==> config.mk <==
export PLATFORM = sky130hd
export DESIGN_NAME = transfer_pacing_delay_regulator_flat
export DESIGN_NICKNAME = d
export VERILOG_FILES = /design/src/rtl/tpdr_pkg.sv /design/src/rtl/tpdr_in_if.sv /design/src/rtl/tpdr_out_if.sv /design/src/rtl/transfer_pacing_delay_regulator.sv /design/src/flat_wrapper.sv
export SDC_FILE = /design/constraint.sdc
export NUM_CORES = 2
export LEC_CHECK = 0
export ABC_CLOCK_PERIOD_IN_PS = 11200
export BUFFER_PORTS_ARGS = -buffer_cell sky130_fd_sc_hd__buf_2
export CAP_MARGIN = 10
export CORE_MARGIN = 8
export CORE_UTILIZATION = 40
export CTS_CLUSTER_DIAMETER = 50
export DETAILED_ROUTE_END_ITERATION = 6
export GPL_TIMING_DRIVEN = 0
export SYNTH_ARGS = -nofsm -noshare
export SYNTH_HDL_FRONTEND = slang
export SYNTH_SLANG_ARGS = --single-unit
==> constraint.sdc <==
create_clock -name i_clk -period 11.2 [get_ports i_clk]
set_clock_uncertainty 0.2 [all_clocks]
set_input_delay 2.8 -clock i_clk [delete_from_list [all_inputs] [get_ports i_clk]]
set_output_delay 2.8 -clock i_clk [all_outputs]
set_load 0.005 [all_outputs]
==> src/rtl/tpdr_pkg.sv <==
package tpdr_pkg;

    // field and register widths
    localparam int FUNC_W   = 1;
    localparam int CHUNK_W  = 21;
    localparam int NOW_W    = 48;
    localparam int BYTES_W  = 32;
    localparam int TGT_W    = 16;
    localparam int DELAY_W  = 14;
    localparam int COUNT_W  = 4;
    localparam int CFG_IDX_W  = 2;
    localparam int CFG_DATA_W = 32;

    // budget = 1000 * target_seconds stays below 2^26, and pending never exceeds it
    localparam int PEND_W   = 26;
    // serial multiplier: PEND_W multiplier bits times a BYTES_W multiplicand
    localparam int PROD_W   = PEND_W + BYTES_W;
    localparam int SUM_W    = PROD_W + 1;
    localparam int USED_W   = NOW_W + 1;
    localparam int DEN_W    = BYTES_W + 1;
    localparam int REM_W    = DEN_W + 1;
    localparam int MUL_STEPS = PEND_W;
    localparam int DIV_STEPS = PROD_W;
    localparam int CNT_W    = $clog2(DIV_STEPS);

    localparam logic [COUNT_W-1:0] MIN_CHUNKS   = COUNT_W'(10);
    localparam logic [PEND_W-1:0]  HOLD_MS      = PEND_W'(200);
    localparam logic [PEND_W-1:0]  WHOLE_MS     = PEND_W'(1000);
    localparam logic [PEND_W-1:0]  DROP_MS      = PEND_W'((15 + 1) * 1000);
    localparam logic [DELAY_W-1:0] MAX_DELAY_MS = DELAY_W'(15 * 1000);

    localparam logic [FUNC_W-1:0] FUNC_START = 1'b0;
    localparam logic [FUNC_W-1:0] FUNC_CHUNK = 1'b1;

    typedef enum logic [CFG_IDX_W-1:0] {
        CFG_EXPECTED_BYTES  = 2'd0,
        CFG_TARGET_SECONDS  = 2'd1,
        CFG_REGULATE_ENABLE = 2'd2
    } t_cfg_idx;

    typedef enum logic [3:0] {
        S_IDLE,
        S_CHECK,
        S_TS,
        S_BUDGET,
        S_MUL,
        S_DIV,
        S_USED,
        S_EST,
        S_ACC,
        S_ISSUE,
        S_MOD,
        S_DONE
    } t_state;

endpackage

==> src/rtl/tpdr_in_if.sv <==
interface tpdr_in_if
    import tpdr_pkg::*;
();
    logic               valid;
    logic               ready;
    logic [FUNC_W-1:0]  func;
    logic [CHUNK_W-1:0] chunk_bytes;
    logic [NOW_W-1:0]   now_ms;

    modport source (output valid, output func, output chunk_bytes, output now_ms,
                    input ready);
    modport sink   (input valid, input func, input chunk_bytes, input now_ms,
                    output ready);
endinterface

==> src/rtl/tpdr_out_if.sv <==
interface tpdr_out_if
    import tpdr_pkg::*;
();
    logic               valid;
    logic               ready;
    logic [DELAY_W-1:0] delay_ms;
    logic               overshoot_flag;

    modport source (output valid, output delay_ms, output overshoot_flag, input ready);
    modport sink   (input valid, input delay_ms, input overshoot_flag, output ready);
endinterface

==> src/rtl/transfer_pacing_delay_regulator.sv <==
// Paces a bulk transfer toward a target duration. A start item (func 0) records now_ms and
// clears the byte count, chunk count, injected and pending delay. Each chunk item (func 1)
// returns one result: the delay to inject now, or the overshoot flag when 16 s or more
// was requested. Items are taken one at a time; the input is ready only while the
// sequencer is idle, and a finished result waits in an output register so the next item
// can be taken before it is drained. A start item goes straight to the output register.
// A chunk before the tenth, with no bytes, or at or past the expected total is issued
// without an estimate; a chunk whose elapsed time already exceeds the budget is issued
// after the budget check; a chunk whose estimate runs over budget or arrives with
// regulation off is issued after one multiply and divide. A fully regulated chunk uses
// the shared bit-serial unit for two 26-step shift-add multiplies and two 58-step
// restoring divides, then peels off k whole seconds (1..15), one per step, when any are
// issued. After a result is loaded the sequencer returns to idle and can take the next item.
module transfer_pacing_delay_regulator
    import tpdr_pkg::*;
(
    input  logic                  i_clk,
    input  logic                  i_rst_n,
    input  logic                  i_cfg_we,
    input  logic [CFG_IDX_W-1:0]  i_cfg_idx,
    input  logic [CFG_DATA_W-1:0] i_cfg_data,
    tpdr_in_if.sink               i_in,
    tpdr_out_if.source            o_out
);

    t_state n_state;
    t_state r_state;

    // configuration
    logic [BYTES_W-1:0] r_expected;
    logic [TGT_W-1:0]   r_target;
    logic               r_enable;

    // transfer state
    logic [NOW_W-1:0]   r_start;
    logic [BYTES_W-1:0] r_bytes;
    logic [COUNT_W-1:0] r_count;
    logic [NOW_W-1:0]   r_injected;
    logic [PEND_W-1:0]  r_pending;

    // per-item work registers
    logic [CHUNK_W-1:0] r_chunk;
    logic [NOW_W-1:0]   r_now;
    logic [NOW_W-1:0]   r_ts;
    logic [PEND_W-1:0]  r_budget;
    logic [USED_W-1:0]  r_used;
    logic [DELAY_W-1:0] r_delay;
    logic               r_flag;

    // shared serial multiply / divide
    logic [PROD_W-1:0]  r_num;
    logic [PEND_W-1:0]  r_mplier;
    logic [BYTES_W-1:0] r_mcand;
    logic [DEN_W-1:0]   r_den;
    logic [REM_W-1:0]   r_rem;
    logic [CNT_W-1:0]   r_cnt;
    logic               r_pass;

    // output register
    logic               r_out_valid;
    logic [DELAY_W-1:0] r_out_delay;
    logic               r_out_flag;

    logic               w_in_ready;
    logic               w_out_load;
    logic               w_skip;
    logic               w_over_budget;
    logic [SUM_W-1:0]   w_sum;
    logic               w_sum_over;
    logic [REM_W-1:0]   w_shift;
    logic               w_ge;

    assign w_skip = (r_count < MIN_CHUNKS) || (r_bytes == '0) || (r_expected <= r_bytes);
    assign w_over_budget = r_ts > NOW_W'(r_budget);
    assign w_sum = SUM_W'(r_num) + SUM_W'(r_used);
    assign w_sum_over = w_sum > SUM_W'(r_budget);
    assign w_shift = {r_rem[REM_W-2:0], r_num[PROD_W-1]};
    assign w_ge = w_shift >= REM_W'(r_den);

    // next state
    always_comb begin
        n_state = r_state;
        unique case (r_state)
            S_IDLE: begin
                if (i_in.valid) begin
                    n_state = (i_in.func == FUNC_START) ? S_DONE : S_CHECK;
                end
            end
            S_CHECK:  n_state = w_skip ? S_ISSUE : S_TS;
            S_TS:     n_state = S_BUDGET;
            S_BUDGET: n_state = w_over_budget ? S_ISSUE : S_MUL;
            S_MUL:    n_state = (r_cnt == '0) ? S_DIV : S_MUL;
            S_DIV: begin
                if (r_cnt == '0) begin
                    n_state = r_pass ? S_ACC : S_USED;
                end
            end
            S_USED:   n_state = S_EST;
            S_EST:    n_state = (w_sum_over || !r_enable) ? S_ISSUE : S_MUL;
            S_ACC:    n_state = S_ISSUE;
            S_ISSUE: begin
                priority if (r_chunk == '0 || r_pending < HOLD_MS) begin
                    n_state = S_DONE;
                end else if (r_pending < WHOLE_MS || r_pending >= DROP_MS) begin
                    n_state = S_DONE;
                end else begin
                    n_state = S_MOD;
                end
            end
            S_MOD:    n_state = (r_pending >= WHOLE_MS) ? S_MOD : S_DONE;
            S_DONE:   n_state = w_out_load ? S_IDLE : S_DONE;
            default:  n_state = S_IDLE;
        endcase
    end

    // handshake outputs
    always_comb begin
        w_in_ready = (r_state == S_IDLE);
        w_out_load = (r_state == S_DONE) && (!r_out_valid || o_out.ready);
    end

    assign i_in.ready           = w_in_ready;
    assign o_out.valid          = r_out_valid;
    assign o_out.delay_ms       = r_out_delay;
    assign o_out.overshoot_flag = r_out_flag;

    always_ff @(posedge i_clk) begin
        if (!i_rst_n) begin
            r_state     <= S_IDLE;
            r_expected  <= '0;
            r_target    <= '0;
            r_enable    <= 1'b1;
            r_start     <= '0;
            r_bytes     <= '0;
            r_count     <= '0;
            r_injected  <= '0;
            r_pending   <= '0;
            r_out_valid <= 1'b0;
        end else begin
            r_state <= n_state;

            if (i_cfg_we) begin
                unique case (i_cfg_idx)
                    CFG_EXPECTED_BYTES:  r_expected <= i_cfg_data[BYTES_W-1:0];
                    CFG_TARGET_SECONDS:  r_target   <= i_cfg_data[TGT_W-1:0];
                    CFG_REGULATE_ENABLE: r_enable   <= i_cfg_data[0];
                    default: ;
                endcase
            end

            // drop valid after the transfer unless a new result loads in the same cycle
            if (r_out_valid && o_out.ready && !w_out_load) begin
                r_out_valid <= 1'b0;
            end

            unique case (r_state)
                S_IDLE: begin
                    if (i_in.valid) begin
                        r_chunk <= i_in.chunk_bytes;
                        r_now   <= i_in.now_ms;
                        r_delay <= '0;
                        r_flag  <= 1'b0;
                        if (i_in.func == FUNC_START) begin
                            r_start    <= i_in.now_ms;
                            r_bytes    <= '0;
                            r_count    <= '0;
                            r_injected <= '0;
                            r_pending  <= '0;
                        end else begin
                            r_bytes <= r_bytes + BYTES_W'(i_in.chunk_bytes);
                            if (r_count < MIN_CHUNKS) begin
                                r_count <= r_count + COUNT_W'(1);
                            end
                        end
                    end
                end
                S_CHECK: begin
                    r_budget <= PEND_W'(r_target) * WHOLE_MS;
                    r_ts     <= (r_now > r_start) ? r_now - r_start : '0;
                    if (w_skip) begin
                        r_pending <= '0;
                    end
                end
                S_TS: begin
                    r_ts <= (r_ts > r_injected) ? r_ts - r_injected : '0;
                end
                S_BUDGET: begin
                    if (w_over_budget) begin
                        r_pending <= '0;
                    end else begin
                        r_num    <= '0;
                        r_mplier <= r_ts[PEND_W-1:0];
                        r_mcand  <= r_expected;
                        r_pass   <= 1'b0;
                        r_cnt    <= CNT_W'(MUL_STEPS - 1);
                    end
                end
                S_MUL: begin
                    // multiplier MSB first: shift the product, add the multiplicand
                    r_num    <= {r_num[PROD_W-2:0], 1'b0}
                              + (r_mplier[PEND_W-1] ? PROD_W'(r_mcand) : '0);
                    r_mplier <= {r_mplier[PEND_W-2:0], 1'b0};
                    if (r_cnt == '0) begin
                        r_rem <= '0;
                        r_cnt <= CNT_W'(DIV_STEPS - 1);
                        if (!r_pass) begin
                            r_den <= DEN_W'(r_bytes);
                        end
                    end else begin
                        r_cnt <= r_cnt - CNT_W'(1);
                    end
                end
                S_DIV: begin
                    // restoring divide: dividend shifts out on top, quotient in at the bottom
                    r_rem <= w_ge ? w_shift - REM_W'(r_den) : w_shift;
                    r_num <= {r_num[PROD_W-2:0], w_ge};
                    r_cnt <= r_cnt - CNT_W'(1);
                end
                S_USED: begin
                    r_used <= USED_W'(r_injected) + USED_W'(r_pending);
                    r_den  <= DEN_W'(r_expected) - DEN_W'(r_bytes) + DEN_W'(r_chunk);
                end
                S_EST: begin
                    if (w_sum_over || !r_enable) begin
                        r_pending <= '0;
                    end else begin
                        r_mplier <= PEND_W'(SUM_W'(r_budget) - w_sum);
                        r_mcand  <= BYTES_W'(r_chunk);
                        r_num    <= '0;
                        r_pass   <= 1'b1;
                        r_cnt    <= CNT_W'(MUL_STEPS - 1);
                    end
                end
                S_ACC: begin
                    r_pending <= r_pending + r_num[PEND_W-1:0];
                end
                S_ISSUE: begin
                    priority if (r_chunk == '0 || r_pending < HOLD_MS) begin
                        r_delay <= '0;
                    end else if (r_pending < WHOLE_MS) begin
                        r_delay   <= DELAY_W'(r_pending);
                        r_pending <= '0;
                    end else if (r_pending >= DROP_MS) begin
                        r_flag    <= 1'b1;
                        r_pending <= '0;
                    end else begin
                        r_delay <= '0;
                    end
                end
                S_MOD: begin
                    // peel off whole seconds; the remainder stays pending
                    if (r_pending >= WHOLE_MS) begin
                        r_pending <= r_pending - WHOLE_MS;
                        r_delay   <= r_delay + DELAY_W'(WHOLE_MS);
                    end
                end
                S_DONE: begin
                    if (w_out_load) begin
                        r_out_valid <= 1'b1;
                        r_out_delay <= r_delay;
                        r_out_flag  <= r_flag;
                        r_injected  <= r_injected + NOW_W'(r_delay);
                    end
                end
                default: ;
            endcase
        end
    end

`ifndef SYNTH
    a_flag_no_delay: assert property (@(posedge i_clk) disable iff (!i_rst_n)
        (o_out.valid && o_out.overshoot_flag) |-> (o_out.delay_ms == '0))
        else $error("overshoot result carries a delay");

    a_delay_range: assert property (@(posedge i_clk) disable iff (!i_rst_n)
        o_out.valid |-> (o_out.delay_ms == '0 ||
                         (o_out.delay_ms >= DELAY_W'(HOLD_MS) &&
                          o_out.delay_ms <= MAX_DELAY_MS)))
        else $error("issued delay out of range");

    a_accept_leaves_idle: assert property (@(posedge i_clk) disable iff (!i_rst_n)
        (i_in.valid && i_in.ready) |=> (r_state != S_IDLE))
        else $error("accepted transfer not processed");

    a_count_saturates: assert property (@(posedge i_clk) disable iff (!i_rst_n)
        r_count <= MIN_CHUNKS)
        else $error("chunk count beyond saturation");

    a_one_result: assert property (@(posedge i_clk) disable iff (!i_rst_n)
        (r_state == S_DONE && w_out_load) |=> (r_state == S_IDLE && r_out_valid))
        else $error("result not registered on completion");
`endif

endmodule
==> src/flat_wrapper.sv <==
// flat-port wrapper written by rule: the top's interface ports become plain ports
module transfer_pacing_delay_regulator_flat import tpdr_pkg::*;
  (i_clk, i_rst_n, i_cfg_we, i_cfg_idx, i_cfg_data, i_in_valid, i_in_func, i_in_chunk_bytes, i_in_now_ms, i_in_ready, o_out_valid, o_out_delay_ms, o_out_overshoot_flag, o_out_ready);
  tpdr_in_if i_in_i ();
  tpdr_out_if o_out_i ();
  input  logic i_clk;
  input  logic i_rst_n;
  input  logic i_cfg_we;
  input  logic [CFG_IDX_W-1:0] i_cfg_idx;
  input  logic [CFG_DATA_W-1:0] i_cfg_data;
  input wire logic [$bits(i_in_i.valid)-1:0] i_in_valid;
  input wire logic [$bits(i_in_i.func)-1:0] i_in_func;
  input wire logic [$bits(i_in_i.chunk_bytes)-1:0] i_in_chunk_bytes;
  input wire logic [$bits(i_in_i.now_ms)-1:0] i_in_now_ms;
  output wire logic [$bits(i_in_i.ready)-1:0] i_in_ready;
  output wire logic [$bits(o_out_i.valid)-1:0] o_out_valid;
  output wire logic [$bits(o_out_i.delay_ms)-1:0] o_out_delay_ms;
  output wire logic [$bits(o_out_i.overshoot_flag)-1:0] o_out_overshoot_flag;
  input wire logic [$bits(o_out_i.ready)-1:0] o_out_ready;
  assign i_in_i.valid = i_in_valid;
  assign i_in_i.func = i_in_func;
  assign i_in_i.chunk_bytes = i_in_chunk_bytes;
  assign i_in_i.now_ms = i_in_now_ms;
  assign i_in_ready = i_in_i.ready;
  assign o_out_valid = o_out_i.valid;
  assign o_out_delay_ms = o_out_i.delay_ms;
  assign o_out_overshoot_flag = o_out_i.overshoot_flag;
  assign o_out_i.ready = o_out_ready;
  transfer_pacing_delay_regulator u_core (.i_clk(i_clk), .i_rst_n(i_rst_n), .i_cfg_we(i_cfg_we), .i_cfg_idx(i_cfg_idx), .i_cfg_data(i_cfg_data), .i_in(i_in_i), .o_out(o_out_i));
endmodule
==> reports/summary.txt <==
Simple-gate share of the synthesized area: 15.9%
Final min period: 8180 ps
Post-route ant nets: 0
Startpoint type of the worst setup path: flop
Syn Nets: 6,005
TritonCTS clock tree: built
Via density: 5.65
Share of layout cells above drive strength 1: 7.15%
R2r setup slk: 3020 ps
Vias: 40,600
Compound-Gate Fraction of Synth Area: 20.0%
Leak Pwr: 22.0 nW
Critical path arrival: 8370 ps
Initial cell density of the core: 40.3%
Pin count of the biggest net entering global routing: 37
Status: finished clean
RSZ-0062 raised after global routing: no
Worst EP required: 11,390 ps
Worst skew pair latency: 720 ps
Flop and latch count out of synthesis: 620
Routed len/inst: 21.0 um
Gr ovfl total: 0
Top_reg_cell synth: edfxtp_1
Critical path class: reg2reg
R2R depth: 21
Cells on Worst Hold Path: 2
I/O Pins: 126
Largest family of logic cells by synthesized area: compound AO/OA/AOI/OAI gates
Die ar.: 0.130 mm^2
Worst-case headroom to the max-slew limit: 18.8%
CP endpoint kind: flop
DRT Pass-1 Iters: 6
Area delta synth->final: 13.4%
Global Route Usage Sum: 22.5%
H-tree levels: 3
Classification of the worst-slack hold path: reg2reg
Placed cell area: 0.0505 mm^2
Initial antenna violation count: 3
Hold wc startpoint: u_core.r_start[44]$_SDFFE_PN0P_
Chip Width: 361 um
Mux contribution to synthesized area: 0.820%
Avg Cell Area, Syn: 8.95 um^2
Row count: 126
Total Power: 9.51 mW
Pwr per Cell Area: 176 mW/mm^2
Final Instance Area: 0.0540 mm^2
Post-synthesis xor/xnor area fraction: 7.32%
Pins over their slew limit: 0
CTS root buffer: clkbuf_16
Core area: 0.118 mm^2
Iter 0 DRT Violations: 3,654
Final Hold Viols: 0
Worst-path clk slew: 60 ps
Count of cell types in the netlist: 93
Adder-cell area share of the yosys netlist: 16.6%
Worst reg2reg endpoint: u_core.r_num[45]$_DFFE_PP_
Share of flip-flops with an asynchronous set or reset: 0%
Clock Sink Count: 620
Seq/Total Area, Yosys: 34.7%
Clock tree buffer depth: 3
Post-CTS resize count: 0
Dpl hpwl: 120,000 um
# DRC: 0
Peak VDD IR: 0.000129 V
Max-cap violations: 0
Placed Cells: 6,997
Final cell count without fillers: 7,186
Post-synth EDFFs: 408
Final wirelength: 151,000 um
Nets: 6,250
Final setup fails: 0
Crit-path slowest cell: a21oi_4
Mapped Area: 0.0476 mm^2
Vias in the first global route: 39,500
# port buffers: 124
Max incr delay on CP: 670 ps
Global-route wire length before repair: 233,000 um
Synthesis Warnings: 0
Period Utilization, post-route: 73.0%
Postcts setup bufs: 0
Routability cong.: 0.955
Crit-path max FO: 26
Post-Syn Instances: 5,319
Cts hold-fix bufs: 0
Die Y: 361 um
Worst slew pin tran: 1220 ps
Number of buffers created by CTS: 99
Critical path, cell by cell: ha_1 -> fa_1 -> a211oi_1 -> o21ai_0 -> o21a_1 -> o211a_1 -> nor3_1 -> xnor2_1 -> ha_1 -> and3_1 -> nand3_1 -> nor4_1 -> a31oi_1 -> a21oi_1 -> nand3_1 -> nor4_1 -> a41oi_2 -> nor2b_1 -> nand2b_1 -> a21oi_4 -> buf_12
Max frequency: 0.122 GHz
Top delay family on crit path: compound AO/OA/AOI/OAI gates
Worst Hold Path EP: u_core.r_start[44]$_SDFFE_PN0P_
CP bufs+invs: 1
Reg-to-Reg Start: u_core.r_num[0]$_DFFE_PP_
## cells by family (layout without fill, tap and decap cells)
kind of cell / count (synthesis) / in the layout
mux: 38 / 38
buf+inv: 590 / 920
xor+xnor: 398 / 398
fa+ha+maj: 577 / 577
simple gates: 1606 / 1606
compound gates: 1490 / 1490
other cells: 0 / 1
flops: 620 / 620
## flip-flops by register name, indices dropped and copies added, names as in the netlist, 32 cells and up
| signal | cells |
|---|---|
| u_core.r_ts | 48 |
| u_core.r_den | 33 |
| u_core.r_bytes | 32 |
| u_core.r_now | 48 |
| u_core.r_mcand | 32 |
| u_core.r_used | 49 |
| u_core.r_start | 48 |
| u_core.r_num | 58 |
| u_core.r_expected | 32 |
| u_core.r_rem | 33 |
| u_core.r_injected | 48 |
## Yosys cell counts (10+ instances only)
master / n / area [um^2]
a211o_1: 14 / 123
a211oi_1: 56 / 420
a21boi_0: 11 / 82.6
a21o_1: 174 / 1310
a21oi_1: 489 / 2450
a221o_1: 15 / 150
a22oi_1: 58 / 435
a31o_2: 14 / 123
a31oi_1: 35 / 219
and2_1: 69 / 432
and3_1: 56 / 350
and4_1: 11 / 96.3
buf_1: 10 / 37.5
clkbuf_1: 143 / 537
dfxtp_1: 212 / 4240
edfxtp_1: 408 / 12300
fa_1: 89 / 1780
ha_1: 488 / 6110
inv_1: 425 / 1600
mux2i_1: 33 / 330
nand2_1: 521 / 1960
nand2b_1: 60 / 375
nand3_1: 90 / 450
nand4_1: 91 / 569
nor2_1: 418 / 1570
nor2b_1: 52 / 325
nor3_1: 84 / 420
nor4_1: 48 / 300
o211ai_1: 34 / 255
o21a_1: 63 / 473
o21ai_0: 263 / 1320
o21ai_2: 10 / 87.6
o21bai_1: 51 / 383
o22ai_1: 58 / 363
o31ai_1: 23 / 173
or2_2: 29 / 181
or3_1: 36 / 225
xnor2_1: 249 / 2180
xor2_1: 149 / 1310
## cells in the final DEF (no fill, tap or decap), types with 29 or more instances in the layout
cell and instances:
a211oi_1 55, a21o_1 174, a21oi_1 487, a22oi_1 58, a31oi_1 35, and2_1 69
and3_1 55, buf_2 131, clkbuf_1 158, clkbuf_16 103, dfxtp_1 212, edfxtp_1 408
fa_1 89, ha_1 488, inv_1 425, mux2i_1 33, nand2_1 521, nand2b_1 60
nand3_1 90, nand4_1 91, nor2_1 416, nor2b_1 52, nor3_1 83, nor4_1 47
o211ai_1 34, o21a_1 63, o21ai_0 263, o21bai_1 51, o22ai_1 58, or2_2 29
or3_1 36, xnor2_1 249, xor2_1 149
## routing by layer
layer	share of wire (%)	wire length, um	global-route usage [%]
met5	0.0079	12	0
met4	3.4	5120	7.88
met3	6.6	9980	3.77
met2	44	67100	35.6
met1	46	68700	30.9
## metrics by stage
| stage | hold WS (ps) | util (%) | setup slack, ps | TNS [ps] |
|---|---|---|---|---|
| after floorplan | 200 | - | 2470 | 0 |
| after global placement | 244 | 42.5 | -1840 | -143210 |
| after detailed placement | 247 | 42.7 | 3330 | 0 |
| after CTS | 254 | 45.7 | 3250 | 0 |
| after global routing | 272 | 45.7 | 2620 | 0 |
| final | 251 | 45.7 | 3020 | 0 |
## power by group
part | switching [mW] | total, mW | internal, mW
clock | 1.24 | 3.24 | 2.00
sequential | 0.255 | 2.99 | 2.74
combinational | 2.02 | 3.28 | 1.25
total | 3.51 | 9.51 | 6.00
## layout make-up
class	instances	area, um^2
Sequential cell	620	16500
Timing Repair Buffer	144	885
Clock inverter	66	846
Fill cell	11400	64100
Multi-Input combinational cell	4109	28900
Buffer	163	651
Tap cell	1536	1920
Antenna cell	1	2.50
Clock buffer	120	2660
Inverter	427	1600
## tightest hold or removal path, cell delays in order (launching register included)
cell     delay, ps
dfxtp_1        300
nand2_1         50
a21oi_1         50
## worst max-delay path by stage
| stage | to | cells after the start | slack, ps | from |
|---|---|---|---|---|
| finish | u_core.r_num[45]$_DFFE_PP_ | 21 | 3020 | u_core.r_num[0]$_DFFE_PP_ |
| global route | u_core.r_cnt[0]$_DFFE_PP_ | 21 | 2620 | u_core.r_num[0]$_DFFE_PP_ |
| CTS | u_core.r_num[27]$_DFFE_PP_ | 21 | 3250 | u_core.r_num[0]$_DFFE_PP_ |
| detailed placement | u_core.r_num[45]$_DFFE_PP_ | 21 | 3330 | u_core.r_num[0]$_DFFE_PP_ |
| global placement | u_core.r_ts[9]$_DFFE_PP_ | 4 | -1840 | i_rst_n |
| floorplan | u_core.r_ts[0]$_DFFE_PP_ | 4 | 2470 | i_rst_n |
(Power assumes the default switching activity.)
